`src/rtl/scm_pkg.sv`:
```
`timescale 1ns / 1ps
// ----------------------------------------------------------------------------
// scm_pkg
// Shared types and constants of the serial motor command parser.
// ----------------------------------------------------------------------------
package scm_pkg;

	localparam int unsigned MAX_LINE_CHARS_DEF = 127;
	localparam int unsigned CMD_W              = 16;
	localparam logic [15:0] TIMEOUT_RESET      = 16'd100;

	// Reply codes, also used as the command held while a line is parsed.
	typedef enum logic [2:0] {
		CMD_NONE  = 3'd0,
		CMD_STOP  = 3'd1,
		CMD_FWD   = 3'd2,
		CMD_BACK  = 3'd3,
		CMD_LEFT  = 3'd4,
		CMD_RIGHT = 3'd5,
		CMD_V     = 3'd6,
		CMD_ERR   = 3'd7
	} cmd_t;

	localparam logic [7:0] CH_NUL   = 8'h00;
	localparam logic [7:0] CH_TAB   = 8'h09;
	localparam logic [7:0] CH_LF    = 8'h0A;
	localparam logic [7:0] CH_VT    = 8'h0B;
	localparam logic [7:0] CH_FF    = 8'h0C;
	localparam logic [7:0] CH_CR    = 8'h0D;
	localparam logic [7:0] CH_SPACE = 8'h20;
	localparam logic [7:0] CH_PLUS  = 8'h2B;
	localparam logic [7:0] CH_MINUS = 8'h2D;
	localparam logic [7:0] CH_ZERO  = 8'h30;
	localparam logic [7:0] CH_NINE  = 8'h39;
	localparam logic [7:0] CH_AT    = 8'h40;
	localparam logic [7:0] CH_UP_B  = 8'h42;
	localparam logic [7:0] CH_UP_F  = 8'h46;
	localparam logic [7:0] CH_UP_L  = 8'h4C;
	localparam logic [7:0] CH_UP_R  = 8'h52;
	localparam logic [7:0] CH_UP_S  = 8'h53;
	localparam logic [7:0] CH_UP_V  = 8'h56;
	localparam logic [7:0] CH_LO_S  = 8'h73;

	// Letters of the spelled-out stop word.
	function automatic logic [7:0] stop_char(input logic [1:0] idx);
		case (idx)
			2'd0:    stop_char = 8'h73;
			2'd1:    stop_char = 8'h74;
			2'd2:    stop_char = 8'h6F;
			default: stop_char = 8'h70;
		endcase
	endfunction

	// What one parser step reports to the rest of the block.
	typedef struct packed {
		logic             line_end;
		cmd_t             reply;
		logic [CMD_W-1:0] left_cmd;
		logic [CMD_W-1:0] right_cmd;
	} step_res_t;

endpackage

```
`src/rtl/scm_line_parser.sv`:
```
`timescale 1ns / 1ps
// ----------------------------------------------------------------------------
// scm_line_parser
// Per-character line parser that holds the line state and the drive commands.
// ----------------------------------------------------------------------------
module scm_line_parser #(
	parameter int unsigned MAX_LINE_CHARS = scm_pkg::MAX_LINE_CHARS_DEF
) (
	input  logic               clk,
	input  logic               arst_n,
	input  logic               step_en,
	input  logic               is_tick,
	input  logic [7:0]         rx_byte,
	output scm_pkg::step_res_t res
);

	localparam int unsigned LEN_W = $clog2(MAX_LINE_CHARS + 1);

	typedef enum logic [3:0] {
		PH_LEAD      = 4'd0,
		PH_AFTER_AT  = 4'd1,
		PH_STOPMATCH = 4'd2,
		PH_WS        = 4'd3,
		PH_SIGN      = 4'd4,
		PH_DIGITS    = 4'd5,
		PH_WS2       = 4'd6,
		PH_SIGN2     = 4'd7,
		PH_DIGITS2   = 4'd8,
		PH_DONE      = 4'd9,
		PH_RESOLVED  = 4'd10
	} phase_t;

	typedef struct packed {
		phase_t        phase;
		scm_pkg::cmd_t letter;
		logic [2:0]    stop_cnt;
		logic          neg;
		logic [15:0]   mag;
		logic [15:0]   first;
	} line_st_t;

	localparam line_st_t LINE_CLEAR = '{
		phase: PH_LEAD, letter: scm_pkg::CMD_NONE, stop_cnt: 3'd0,
		neg: 1'b0, mag: 16'd0, first: 16'd0
	};

	line_st_t         st_q;
	logic [LEN_W-1:0] len_q;
	logic [15:0]      left_q;
	logic [15:0]      right_q;

	line_st_t         st_nx;
	logic [LEN_W-1:0] len_nx;

	function automatic logic is_ws(input logic [7:0] c);
		is_ws = (c == scm_pkg::CH_SPACE) || (c == scm_pkg::CH_TAB) ||
			(c == scm_pkg::CH_VT) || (c == scm_pkg::CH_FF);
	endfunction

	function automatic line_st_t first_char(input line_st_t s, input logic [7:0] c);
		line_st_t r;
		r       = s;
		r.phase = PH_WS;
		r.neg   = 1'b0;
		r.mag   = 16'd0;
		case (c)
			scm_pkg::CH_UP_S: begin
				r.letter = scm_pkg::CMD_STOP;
				r.phase  = PH_DONE;
			end
			scm_pkg::CH_LO_S: begin
				r.letter   = scm_pkg::CMD_ERR;
				r.stop_cnt = 3'd1;
				r.phase    = PH_STOPMATCH;
			end
			scm_pkg::CH_UP_F: r.letter = scm_pkg::CMD_FWD;
			scm_pkg::CH_UP_B: r.letter = scm_pkg::CMD_BACK;
			scm_pkg::CH_UP_L: r.letter = scm_pkg::CMD_LEFT;
			scm_pkg::CH_UP_R: r.letter = scm_pkg::CMD_RIGHT;
			scm_pkg::CH_UP_V: r.letter = scm_pkg::CMD_V;
			default: begin
				r.letter = scm_pkg::CMD_ERR;
				r.phase  = PH_DONE;
			end
		endcase
		return r;
	endfunction

	// One character of a number field, following atoi with saturation.
	function automatic line_st_t num_step(input line_st_t s, input logic [7:0] c);
		line_st_t    r;
		logic        second;
		logic        sub0;
		logic        sub2;
		logic        digit;
		logic [19:0] prod;
		logic [19:0] acc;
		r      = s;
		second = (s.phase == PH_WS2) || (s.phase == PH_SIGN2) || (s.phase == PH_DIGITS2);
		sub0   = (s.phase == PH_WS) || (s.phase == PH_WS2);
		sub2   = (s.phase == PH_DIGITS) || (s.phase == PH_DIGITS2);
		digit  = (c >= scm_pkg::CH_ZERO) && (c <= scm_pkg::CH_NINE);
		prod   = sub2 ? ({1'b0, s.mag, 3'b000} + {3'b000, s.mag, 1'b0}) : 20'd0;
		acc    = prod + {16'd0, 4'(c - scm_pkg::CH_ZERO)};
		if (sub0 && is_ws(c)) begin
			r = s;
		end else if (sub0 && ((c == scm_pkg::CH_PLUS) || (c == scm_pkg::CH_MINUS))) begin
			r.neg   = (c == scm_pkg::CH_MINUS);
			r.phase = second ? PH_SIGN2 : PH_SIGN;
		end else if (digit) begin
			r.mag   = (acc[19:16] != 4'd0) ? 16'hFFFF : acc[15:0];
			r.phase = second ? PH_DIGITS2 : PH_DIGITS;
		end else if (sub2) begin
			if ((s.letter == scm_pkg::CMD_V) && !second) begin
				// The first V value ends here; a blank or sign in the same character opens the second one, else the text ends.
				r.first = s.neg ? 16'(16'd0 - s.mag) : s.mag;
				r.neg   = 1'b0;
				r.mag   = 16'd0;
				r.phase = PH_WS2;
				if (is_ws(c)) begin
					r.phase = PH_WS2;
				end else if ((c == scm_pkg::CH_PLUS) || (c == scm_pkg::CH_MINUS)) begin
					r.neg   = (c == scm_pkg::CH_MINUS);
					r.phase = PH_SIGN2;
				end else begin
					r.phase = PH_DONE;
				end
			end else begin
				r.phase = PH_DONE;
			end
		end else begin
			if ((s.letter == scm_pkg::CMD_V) && !second) begin
				r.first = 16'd0;
			end
			r.neg   = 1'b0;
			r.mag   = 16'd0;
			r.phase = PH_DONE;
		end
		return r;
	endfunction

	function automatic line_st_t take_char(input line_st_t s, input logic [7:0] c);
		line_st_t r;
		r = s;
		case (s.phase)
			PH_LEAD: begin
				if (c == scm_pkg::CH_AT) begin
					r.phase = PH_AFTER_AT;
				end else if (c != scm_pkg::CH_SPACE) begin
					r = first_char(s, c);
				end
			end
			PH_AFTER_AT: r = first_char(s, c);
			PH_STOPMATCH: begin
				if ((s.stop_cnt < 3'd4) && (c == scm_pkg::stop_char(s.stop_cnt[1:0]))) begin
					r.stop_cnt = 3'(s.stop_cnt + 3'd1);
					if (s.stop_cnt == 3'd3) begin
						r.letter = scm_pkg::CMD_STOP;
						r.phase  = PH_DONE;
					end
				end else begin
					r.letter = scm_pkg::CMD_ERR;
					r.phase  = PH_DONE;
				end
			end
			PH_WS, PH_SIGN, PH_DIGITS, PH_WS2, PH_SIGN2, PH_DIGITS2: r = num_step(s, c);
			default: r = s;
		endcase
		return r;
	endfunction

	// End of text: the left value lands in first, the right value in mag.
	function automatic line_st_t resolve(input line_st_t s);
		line_st_t    r;
		logic [15:0] v;
		logic [15:0] nv;
		logic [15:0] half;
		logic [15:0] l;
		logic [15:0] rt;
		r    = s;
		v    = s.neg ? 16'(16'd0 - s.mag) : s.mag;
		nv   = s.neg ? s.mag : 16'(16'd0 - s.mag);
		half = s.neg ? 16'(16'd0 - (s.mag >> 1)) : (s.mag >> 1);
		case (s.letter)
			scm_pkg::CMD_FWD: begin
				l  = v;
				rt = v;
			end
			scm_pkg::CMD_BACK: begin
				l  = nv;
				rt = nv;
			end
			scm_pkg::CMD_LEFT: begin
				l  = half;
				rt = v;
			end
			scm_pkg::CMD_RIGHT: begin
				l  = v;
				rt = half;
			end
			scm_pkg::CMD_V: begin
				if ((s.phase == PH_WS) || (s.phase == PH_SIGN) || (s.phase == PH_DIGITS)) begin
					l  = v;
					rt = 16'd0;
				end else begin
					l  = s.first;
					rt = v;
				end
			end
			default: begin
				l  = 16'd0;
				rt = 16'd0;
			end
		endcase
		r.first = l;
		r.mag   = rt;
		r.neg   = 1'b0;
		r.phase = PH_RESOLVED;
		return r;
	endfunction

	always_comb begin
		line_st_t fin;
		fin           = (st_q.phase != PH_RESOLVED) ? resolve(st_q) : st_q;
		st_nx         = st_q;
		len_nx        = len_q;
		res.line_end  = 1'b0;
		res.reply     = scm_pkg::CMD_NONE;
		res.left_cmd  = left_q;
		res.right_cmd = right_q;
		if (!is_tick) begin
			if ((rx_byte == scm_pkg::CH_CR) || (rx_byte == scm_pkg::CH_LF)) begin
				if (len_q != '0) begin
					res.line_end = 1'b1;
					res.reply    = fin.letter;
					if ((fin.letter != scm_pkg::CMD_NONE) && (fin.letter != scm_pkg::CMD_ERR)) begin
						res.left_cmd  = fin.first;
						res.right_cmd = fin.mag;
					end
					st_nx  = LINE_CLEAR;
					len_nx = '0;
				end
			end else if (len_q < LEN_W'(MAX_LINE_CHARS)) begin
				len_nx = LEN_W'(len_q + 1'b1);
				// A zero byte closes the text; later bytes still count toward the length.
				st_nx  = (rx_byte == scm_pkg::CH_NUL) ? fin : take_char(st_q, rx_byte);
			end
		end
	end

	always_ff @(posedge clk or negedge arst_n) begin
		if (!arst_n) begin
			st_q    <= LINE_CLEAR;
			len_q   <= '0;
			left_q  <= 16'd0;
			right_q <= 16'd0;
		end else if (step_en) begin
			st_q    <= st_nx;
			len_q   <= len_nx;
			left_q  <= res.left_cmd;
			right_q <= res.right_cmd;
		end
	end

endmodule

```
`src/rtl/scm_failsafe.sv`:
```
`timescale 1ns / 1ps
// ----------------------------------------------------------------------------
// scm_failsafe
// Idle tick counter and timeout register that decide when the drive stops.
// ----------------------------------------------------------------------------
module scm_failsafe (
	input  logic        clk,
	input  logic        arst_n,
	input  logic        cfg_we,
	input  logic [15:0] cfg_wdata,
	input  logic        step_en,
	input  logic        is_tick,
	input  logic        line_end,
	output logic        stopped
);

	logic [15:0] timeout_q;
	logic [15:0] idle_q;
	logic [15:0] idle_nx;

	always_comb begin
		idle_nx = idle_q;
		if (is_tick) begin
			if (idle_q != 16'hFFFF) begin
				idle_nx = 16'(idle_q + 16'd1);
			end
		end else if (line_end) begin
			idle_nx = 16'd0;
		end
		stopped = (idle_nx >= timeout_q);
	end

	always_ff @(posedge clk or negedge arst_n) begin
		if (!arst_n) begin
			timeout_q <= scm_pkg::TIMEOUT_RESET;
			idle_q    <= 16'd0;
		end else begin
			if (cfg_we) begin
				timeout_q <= cfg_wdata;
			end
			if (step_en) begin
				idle_q <= idle_nx;
			end
		end
	end

endmodule

```
`src/rtl/serial_motor_command_parser.sv`:
```
`timescale 1ns / 1ps
// ----------------------------------------------------------------------------
// serial_motor_command_parser
// Line parser for serial motor commands with a failsafe stop on idle ticks.
// ----------------------------------------------------------------------------
// Each input transfer carries either one received character (tuser low) or one
// 10 ms tick (tuser high). Every input transfer yields exactly one output
// transfer with the drive commands in force after it, the failsafe flag and a
// reply code that is nonzero only on the character that ends a non-empty line.
// The item sits in the input register, is parsed by the logic behind it and
// lands in the output register, one item per cycle sustained while the
// receiver keeps accepting.
// The input side stays ready while the output register is empty or drained in
// the same cycle; a stalled receiver fills both registers and then backs up the
// sender without losing or repeating an item.
// Reset clears the line state, both drive commands and the idle count, and sets
// the timeout to 100 ticks. The user writes the timeout register through cfg_we
// and cfg_wdata while no item is in flight; the block does not enforce this.
// ----------------------------------------------------------------------------
module serial_motor_command_parser #(
	parameter int unsigned MAX_LINE_CHARS = scm_pkg::MAX_LINE_CHARS_DEF
) (
	input  logic        clk,
	input  logic        arst_n,
	input  logic        cfg_we,
	input  logic [15:0] cfg_wdata,
	input  logic        s_axis_tvalid,
	output logic        s_axis_tready,
	input  logic [7:0]  s_axis_tdata,   // rx_byte
	input  logic        s_axis_tuser,   // req_type
	output logic        m_axis_tvalid,
	input  logic        m_axis_tready,
	// drive_left [15:0], drive_right [31:16], motor_stopped [32], reply_code [35:33], zero
	output logic [39:0] m_axis_tdata
);

	logic               in_valid_s1;
	logic               in_tick_s1;
	logic [7:0]         in_byte_s1;
	logic               out_valid_s2;
	logic [39:0]        out_data_s2;
	logic               advance;
	logic               stopped;
	scm_pkg::step_res_t res;
	logic [15:0]        drive_l;
	logic [15:0]        drive_r;

	assign advance       = in_valid_s1 && (!out_valid_s2 || m_axis_tready);
	assign s_axis_tready = !in_valid_s1 || advance;

	scm_line_parser #(
		.MAX_LINE_CHARS(MAX_LINE_CHARS)
	) u_parser (
		.clk     (clk),
		.arst_n  (arst_n),
		.step_en (advance),
		.is_tick (in_tick_s1),
		.rx_byte (in_byte_s1),
		.res     (res)
	);

	scm_failsafe u_failsafe (
		.clk       (clk),
		.arst_n    (arst_n),
		.cfg_we    (cfg_we),
		.cfg_wdata (cfg_wdata),
		.step_en   (advance),
		.is_tick   (in_tick_s1),
		.line_end  (res.line_end),
		.stopped   (stopped)
	);

	assign drive_l = stopped ? 16'd0 : res.left_cmd;
	assign drive_r = stopped ? 16'd0 : res.right_cmd;

	always_ff @(posedge clk or negedge arst_n) begin
		if (!arst_n) begin
			in_valid_s1  <= 1'b0;
			out_valid_s2 <= 1'b0;
		end else begin
			if (s_axis_tvalid && s_axis_tready) begin
				in_valid_s1 <= 1'b1;
			end else if (advance) begin
				in_valid_s1 <= 1'b0;
			end
			if (advance) begin
				out_valid_s2 <= 1'b1;
			end else if (m_axis_tready) begin
				out_valid_s2 <= 1'b0;
			end
		end
	end

	always_ff @(posedge clk) begin
		if (s_axis_tvalid && s_axis_tready) begin
			in_tick_s1 <= s_axis_tuser;
			in_byte_s1 <= s_axis_tdata;
		end
		if (advance) begin
			out_data_s2 <= {4'd0, 3'(res.reply), stopped, drive_r, drive_l};
		end
	end

	assign m_axis_tvalid = out_valid_s2;
	assign m_axis_tdata  = out_data_s2;

endmodule
```
`config.mk`:
```
export PLATFORM = sky130hd
export DESIGN_NAME = serial_motor_command_parser
export DESIGN_NICKNAME = d
export VERILOG_FILES = /design/src/rtl/scm_pkg.sv /design/src/rtl/scm_line_parser.sv /design/src/rtl/scm_failsafe.sv /design/src/rtl/serial_motor_command_parser.sv
export SDC_FILE = /design/constraint.sdc
export NUM_CORES = 1
export LEC_CHECK = 0
export BUFFER_PORTS_ARGS = -buffer_cell sky130_fd_sc_hd__clkbuf_2
export CELL_PAD_IN_SITES_DETAIL_PLACEMENT = 0
export CELL_PAD_IN_SITES_GLOBAL_PLACEMENT = 2
export CORE_MARGIN = 2
export CORE_UTILIZATION = 35
export DETAILED_ROUTE_END_ITERATION = 12
export PLACE_DENSITY = 0.82
export SLEW_MARGIN = 20
export SYNTH_ARGS = -nofsm -noshare
export SYNTH_HDL_FRONTEND = slang
export SYNTH_SLANG_ARGS = --single-unit
```
`constraint.sdc`:
```
create_clock -name clk -period 5.2 [get_ports clk]
set_clock_uncertainty 0.15 [all_clocks]
set_input_delay 0.26 -clock clk [delete_from_list [all_inputs] [get_ports clk]]
set_output_delay 0.26 -clock clk [all_outputs]
set_load 0.02 [all_outputs]
```
# After elaboration in Yosys (flattened, before gate mapping)
# Index checks and enable logic that the tools add are counted.
# totals
regBits	161
inputBits	30
out_inout_bits	42
word_cells	208
# classes
add_sub_neg	8
order_cmp	5
n_eq_ne	59
muxes	64
n_bitwise	3
n_reduce_logical	51
# op_table
operator	count
$mux 43	6
$mux 16	12
$pmux 16 s4	2
$mux 36	3
$mux 33	3
$pmux 33 s3	1
$eq 8x7->1 const B	8
$mux 32	2
$eq 8x4->1 const B	5
$pmux 10 s4	1
$mux 39	1
$mux 4	9
$mux 7	5
$mux 8	4
$ne 3x1->1 const B	9
$eq 8x6->1 const B	3
$reduce_and 11->1	2
$add 19x17->20	1
$add 20x4->20	1
$mux 20	1
$reduce_and 10->1	2
$pmux 3 s6	1
$reduce_and 9->1	2
$add 16x1->16 const B	1
54 further kinds	105

# Longest topological paths before layout
# depth
ltp_word	15
depth_mapped	19
ltp_nobuf	17

# Cells and area by module
# From an unflattened synthesis, not the netlist that was laid out.
# hier_totals
cells_unflattened	1444
hier_area_um2	11995.3
# by_module_without_submodules
module	instances	cells_each	area_each_um2	seq_area_each_um2
scm_line_parser	1	1093	8052.7	2052.0
scm_failsafe	1	258	2233.4	804.5
serial_motor_command_parser	1	93	1709.1	1401.3

# Least setup slack after synthesis
# Ideal clock, no wire load.
# synth_timing
path_type	reg2reg
startpoint	register u_failsafe.idle_q[3]
endpoint	register out_data_s2[22], in the netlist m_axis_tdata[22], data pin
setup_time_ns	0.167
arrival_ns	3.987
t_required_ns	4.883
slack_ns	0.896
path_stages_with_launch	20
n_path_buf	3
synth_period_minus_slack_ns	4.304
path_cell_list	dfrtp_1 clkbuf_1 and4_1 clkbuf_1 nand4_1 or4_1 and2_1 nor2_1 a21oi_1 ha_1 nand2b_1 a21o_1 a21o_1 a21o_1 a21o_1 a211oi_1 o21bai_1 a211o_1 clkbuf_1 a211oi_1
# synth_via
elab_chain_len	4
elab_cells_between_ends	6
cone_classes	add/sub (1); order compare (1); eq/ne (1); mux (3)
# synth_rtl
element	line	source
start: declaration	scm_failsafe.sv:18	logic [15:0] idle_q;
start signal: assignment	scm_failsafe.sv:42	idle_q <= idle_nx;
$add 16x1->16 / $ne 16x16->1 (equally long branches)	scm_failsafe.sv:25, scm_failsafe.sv:24	
$mux 16	scm_failsafe.sv:24	if (idle_q != 16'hFFFF) begin
$mux 16 *	scm_failsafe.sv:23	if (is_tick) begin
$ge 16x16->1 *	scm_failsafe.sv:30	stopped = (idle_nx >= timeout_q);
end signal: assignment	serial_motor_command_parser.sv:100	out_data_s2 <= {4'd0, 3'(res.reply), stopped, drive_r, drive_l};
end: declaration	serial_motor_command_parser.sv:41	logic [39:0] out_data_s2;
# Mark *: on every way between the ends. The rest lies on a longest branch, timed or not.
# A chain may end at the register's enable or synchronous reset.

# Final worst setup path
# layout_timing
startpoint	register in_byte_s1[4]
endpoint	register out_data_s2[16], in the netlist m_axis_tdata[16], data pin
# layout_via
elab_chain_len	7
elab_cells_between_ends	8
cone_classes	order compare (1); eq/ne (2); mux (4); reduce/logical (1)
# layout_rtl
element	line	source
start: declaration	serial_motor_command_parser.sv:39	logic [7:0] in_byte_s1;
start signal: assignment	serial_motor_command_parser.sv:97	in_byte_s1 <= s_axis_tdata;
$eq 8x4->1	scm_line_parser.sv:232	if ((rx_byte == scm_pkg::CH_CR) || (rx_byte == scm_pkg::CH_LF)) begin
$logic_or 1x1->1 *	scm_line_parser.sv:232	
$mux 36 *	scm_line_parser.sv:232	
$mux 36 *	scm_line_parser.sv:231	if (!is_tick) begin
$mux 16 *	scm_failsafe.sv:27	end else if (line_end) begin
$mux 16 *	scm_failsafe.sv:23	
via u_failsafe.idle_nx[1]	scm_failsafe.sv:19	logic [15:0] idle_nx;
$ge 16x16->1 *	scm_failsafe.sv:30	
# Mark *: on every way through the listed nets, which the timed path passes. The rest lies on a longest branch.

==> metrics list <==
- Run status: finished, final reports clean
- The area growth from synthesis to layout is 13.9%.
- Number of flip-flops and latches in the synthesized netlist: 161
- Num CTS Buffers: 17
* Share of post-route cells with drive strength above 1: 0.116
- Gp weighted congestion: 0.896
- Buffers inserted during post-CTS setup optimization: 0
* LEAKAGE: 5.36 nW
* Clk slew on worst S/H paths: 0.07 ns
- Min-delay worst type: in -> reg
- At the end of the flow, the number of nets in the layout was 1,563.
* Post-cts sizing count: 0
- Count of endpoints failing setup in the final report: 0
- Dividing the final minimum period by the clock period gives 0.898.
* Count of synthesis-stage warnings from yosys: 0
* WP data arrival: 4.77 ns
- Share of synthesized area spent on multiplexers: 0.0145
- The first detailed-routing pass ran for 6 iterations.
- Number of different library cells in the post-synthesis netlist: 85
* First-iteration detailed-routing DRC count: 991
- Detailed routing inserted a total of 11,125 vias.
- Root buffer cell: sky130_fd_sc_hd__clkbuf_16
- Global routing finished with a remaining overflow of 0.
- The clock passes through at most 2 buffers.
- Height of the chip: 188 µm
* Number of antenna violations at the first check in global routing: 0
- Top cell type's share of synthesized area: 0.240
- By area the synthesized netlist is led by sky130_fd_sc_hd__dfrtp_1 24%, sky130_fd_sc_hd__edfxtp_1 11%, sky130_fd_sc_hd__o21ai_0 6.2%.
- Sequential cell area fraction in the yosys report: 0.361
- Achievable frequency: 214 MHz
- TritonCTS built the clock tree.
* Utilization after layout: 0.403
- Area of the core: 0.0334 mm²
- Buffers placed on the I/O ports in this run total 67.
- Top FF cell, synth: sky130_fd_sc_hd__dfrtp_1
* Post-Route Setup TNS: 0 ns
* Max-cap violations: 0
* Average footprint of a synthesized cell: 8.18 µm²
* I/O Pins: 72
* Post-detailed-routing wire length: 37.2 mm
- Slew at the pin with the worst max-slew slack: 1.18 ns
- For this configuration, the core starts out at a cell density of 0.354.
* Post-synthesis cell count: 1,442
* Synth Area in Simple Gates: 0.218
- Diode insertion count for antenna repair: 0
* Pwr/cell area: 372 mW/mm²
* XOR/XNOR Fraction of Synth Area: 0.0430
- Startpoint Class: register
* DRC viols: 0
* Die width: 188 µm
- Summing all placed instances gives a cell area of 0.0125 mm².
* Netlist area before placement: 0.0118 mm²
- After synthesis, the largest family of logic cells by area is compound AO/OA/AOI/OAI gates.
* Final worst path period need: 4.67 ns
* Worst-case headroom to the max-slew limit: 0.203
- The clock reaches the later pin of the worst-skew pair after 0.44 ns.
- Setup repair after global routing missed its margin: no
- In this run, post-CTS hold repair placed 29 buffers.
* Routed length per placed instance: 19.1 µm
* Required time reported for the critical path endpoint: 5.30 ns
- Once detailed placement completed, the half-perimeter wirelength came to 26.4 mm.
- For this run, the total global-route usage over all layers was measured as 0.212.
- The H-tree was split into 4 levels.
* Worst Hold Margin: 0.207 ns
- Of all cell types, the one taking the most synthesized area is sky130_fd_sc_hd__dfrtp_1.
* Area fraction in compound gates after synthesis: 0.260
* Number of failing hold endpoints at the final stage: 0
- The first global-routing pass estimated 59.6 mm of wire.
* Critical path start-end classification: reg -> reg
- The floorplan has 67 rows.
* R2R setup slack: 0.53 ns
* Share of synthesized flip-flops with an asynchronous set or reset: 0.720
- Number of enable flip-flop cells after synthesis: 45
- In this run the worst path has a maximum fanout of 33.
* Maximum number of pins on one net before global-route repair: 75
- Dividing the detail-routed via count by the number of cells gives 5.71.
* Post-synthesis adder-cell area fraction: 0.0490
- Maximum vdd drop: 0.000295 V
- The finished cells cover 0.0134 mm².
- Antenna-violating nets left: 0
* Count of pins over their slew limit: 0
- The worst setup path is captured at a register.
* Die area: 0.0352 mm²
* Vias in the first global route: 10,841
- CTS saw 161 sinks.
==> through the flow <==
stage | cells | total power [mW] | worst slack (ns)
global placement | 1888 | 3.60 | 0.682
CTS | 1949 | 4.98 | 0.520
detailed placement | 1888 | 3.60 | 0.562
finish | 1949 | 4.99 | 0.530
global route | 1949 | 5.28 | 0.264
floorplan | 1445 | 2.95 | 0.896
==> final cells by class <==
| type | count | area, µm² |
|---|---|---|
| Timing Repair Buffer | 134 | 917 |
| Clock buffer | 20 | 437 |
| Sequential cell | 161 | 4260 |
| Multi-Input combinational cell | 1130 | 6920 |
| Fill cell | 3476 | 19900 |
| Tap cell | 448 | 561 |
| Inverter | 44 | 165 |
| Clock inverter | 12 | 180 |
==> critical path, cell delays in order, from the launching register on <==
cell	delay (ns)
sky130_fd_sc_hd__edfxtp_1	0.57
sky130_fd_sc_hd__or4_4	0.63
sky130_fd_sc_hd__a211o_1	0.31
sky130_fd_sc_hd__or3_1	0.35
sky130_fd_sc_hd__buf_4	0.19
sky130_fd_sc_hd__nand3_1	0.10
sky130_fd_sc_hd__nand2_1	0.08
sky130_fd_sc_hd__ha_1	0.30
sky130_fd_sc_hd__a21o_1	0.16
sky130_fd_sc_hd__a21o_1	0.20
sky130_fd_sc_hd__a21o_1	0.18
sky130_fd_sc_hd__a21o_1	0.17
sky130_fd_sc_hd__a211oi_1	0.22
sky130_fd_sc_hd__o21bai_1	0.09
sky130_fd_sc_hd__a211o_1	0.27
sky130_fd_sc_hd__buf_4	0.25
sky130_fd_sc_hd__a211oi_1	0.23
==> path summary, 6_finish.rpt <==
kind | cells past startpoint | startpoint | end
setup / recovery | 16 | in_byte_s1[4]$_DFFE_PP_ | m_axis_tdata[16]$_SDFFCE_PP0P_
max in group asynchronous | 3 | arst_n | u_failsafe.idle_q[1]$_DFFE_PN0P_
hold reg to reg | 2 | u_parser.right_q[5]$_DFFE_PN0P_ | u_parser.right_q[5]$_DFFE_PN0P_
hold / removal | 3 | cfg_we | u_failsafe.timeout_q[2]$_DFFE_PN1P_
min in group asynchronous | 2 | arst_n | u_parser.right_q[10]$_DFFE_PN0P_
setup reg to reg | 16 | in_byte_s1[4]$_DFFE_PP_ | m_axis_tdata[16]$_SDFFCE_PP0P_
==> cell usage after synthesis, drive strengths merged (19+ instances only) <==
master and instances:
clkbuf 79, inv 44, ha 43, nor2 139, o221ai 19, a21oi 68
a21o 22, buf 31, xor2 28, o21ai 152, a22oi 23, a31oi 30
xnor2 30, nand3 45, nand2 188, edfxtp 45, dfrtp 113, nor3 30
a211oi 36
==> metal layers <==
metal,global-route usage,wire length [µm],vias to the layer above,part of all wire
li1,-,-,5387,-
met1,0.287,16900,5345,0.45
met2,0.346,17400,334,0.47
met3,0.0290,1820,59,0.049
met4,0.0748,1030,0,0.028
met5,0,0,-,0
==> sequential cells by signal, summed over array words and instances (netlist names), 7 cells and up <==
signal and cells:
u_parser.st_q 43, m_axis_tdata 36, u_failsafe.idle_q 16, u_failsafe.timeout_q 16
u_parser.left_q 16, u_parser.right_q 16, in_byte_s1 8, u_parser.len_q 7
==> report_power, final <==
part           leakage (nW)  internal [mW]  switching [mW]
clock network         0.285          0.807           0.547
registers              1.99           1.43           0.180
logic                  3.08          0.667            1.36
total                  5.36           2.91            2.09
==> placed cells by master (no fill, tap or decap), types with 10 or more instances in the layout <==
cell and n:
sky130_fd_sc_hd__a211oi_1 35, sky130_fd_sc_hd__a21o_1 22, sky130_fd_sc_hd__a21oi_1 68, sky130_fd_sc_hd__a22oi_1 23, sky130_fd_sc_hd__a31oi_1 30, sky130_fd_sc_hd__and2_1 13
sky130_fd_sc_hd__and3_1 10, sky130_fd_sc_hd__buf_4 38, sky130_fd_sc_hd__clkbuf_16 17, sky130_fd_sc_hd__clkbuf_2 66, sky130_fd_sc_hd__dfrtp_1 113, sky130_fd_sc_hd__dlygate4sd3_1 29
sky130_fd_sc_hd__edfxtp_1 45, sky130_fd_sc_hd__ha_1 43, sky130_fd_sc_hd__inv_1 43, sky130_fd_sc_hd__nand2_1 187, sky130_fd_sc_hd__nand2b_1 11, sky130_fd_sc_hd__nand3_1 45
sky130_fd_sc_hd__nand4_1 14, sky130_fd_sc_hd__nor2_1 139, sky130_fd_sc_hd__nor2b_1 17, sky130_fd_sc_hd__nor3_1 25, sky130_fd_sc_hd__nor4_1 16, sky130_fd_sc_hd__o211ai_1 12
sky130_fd_sc_hd__o21ai_0 147, sky130_fd_sc_hd__o221ai_1 19, sky130_fd_sc_hd__o22ai_1 13, sky130_fd_sc_hd__o31ai_1 14, sky130_fd_sc_hd__or3_1 11, sky130_fd_sc_hd__xnor2_1 30
sky130_fd_sc_hd__xor2_1 28
==> cell families after synthesis <==
family | after synthesis
AO/OA/AOI/OAI | 469
adder cells (fa/ha/maj) | 45
flip-flops | 161
multiplexers | 16
AND/OR/NAND/NOR | 538
XOR/XNOR | 58
buffers and inverters | 154
other | 1
No activity file was read; power rests on OpenSTA's default activity.
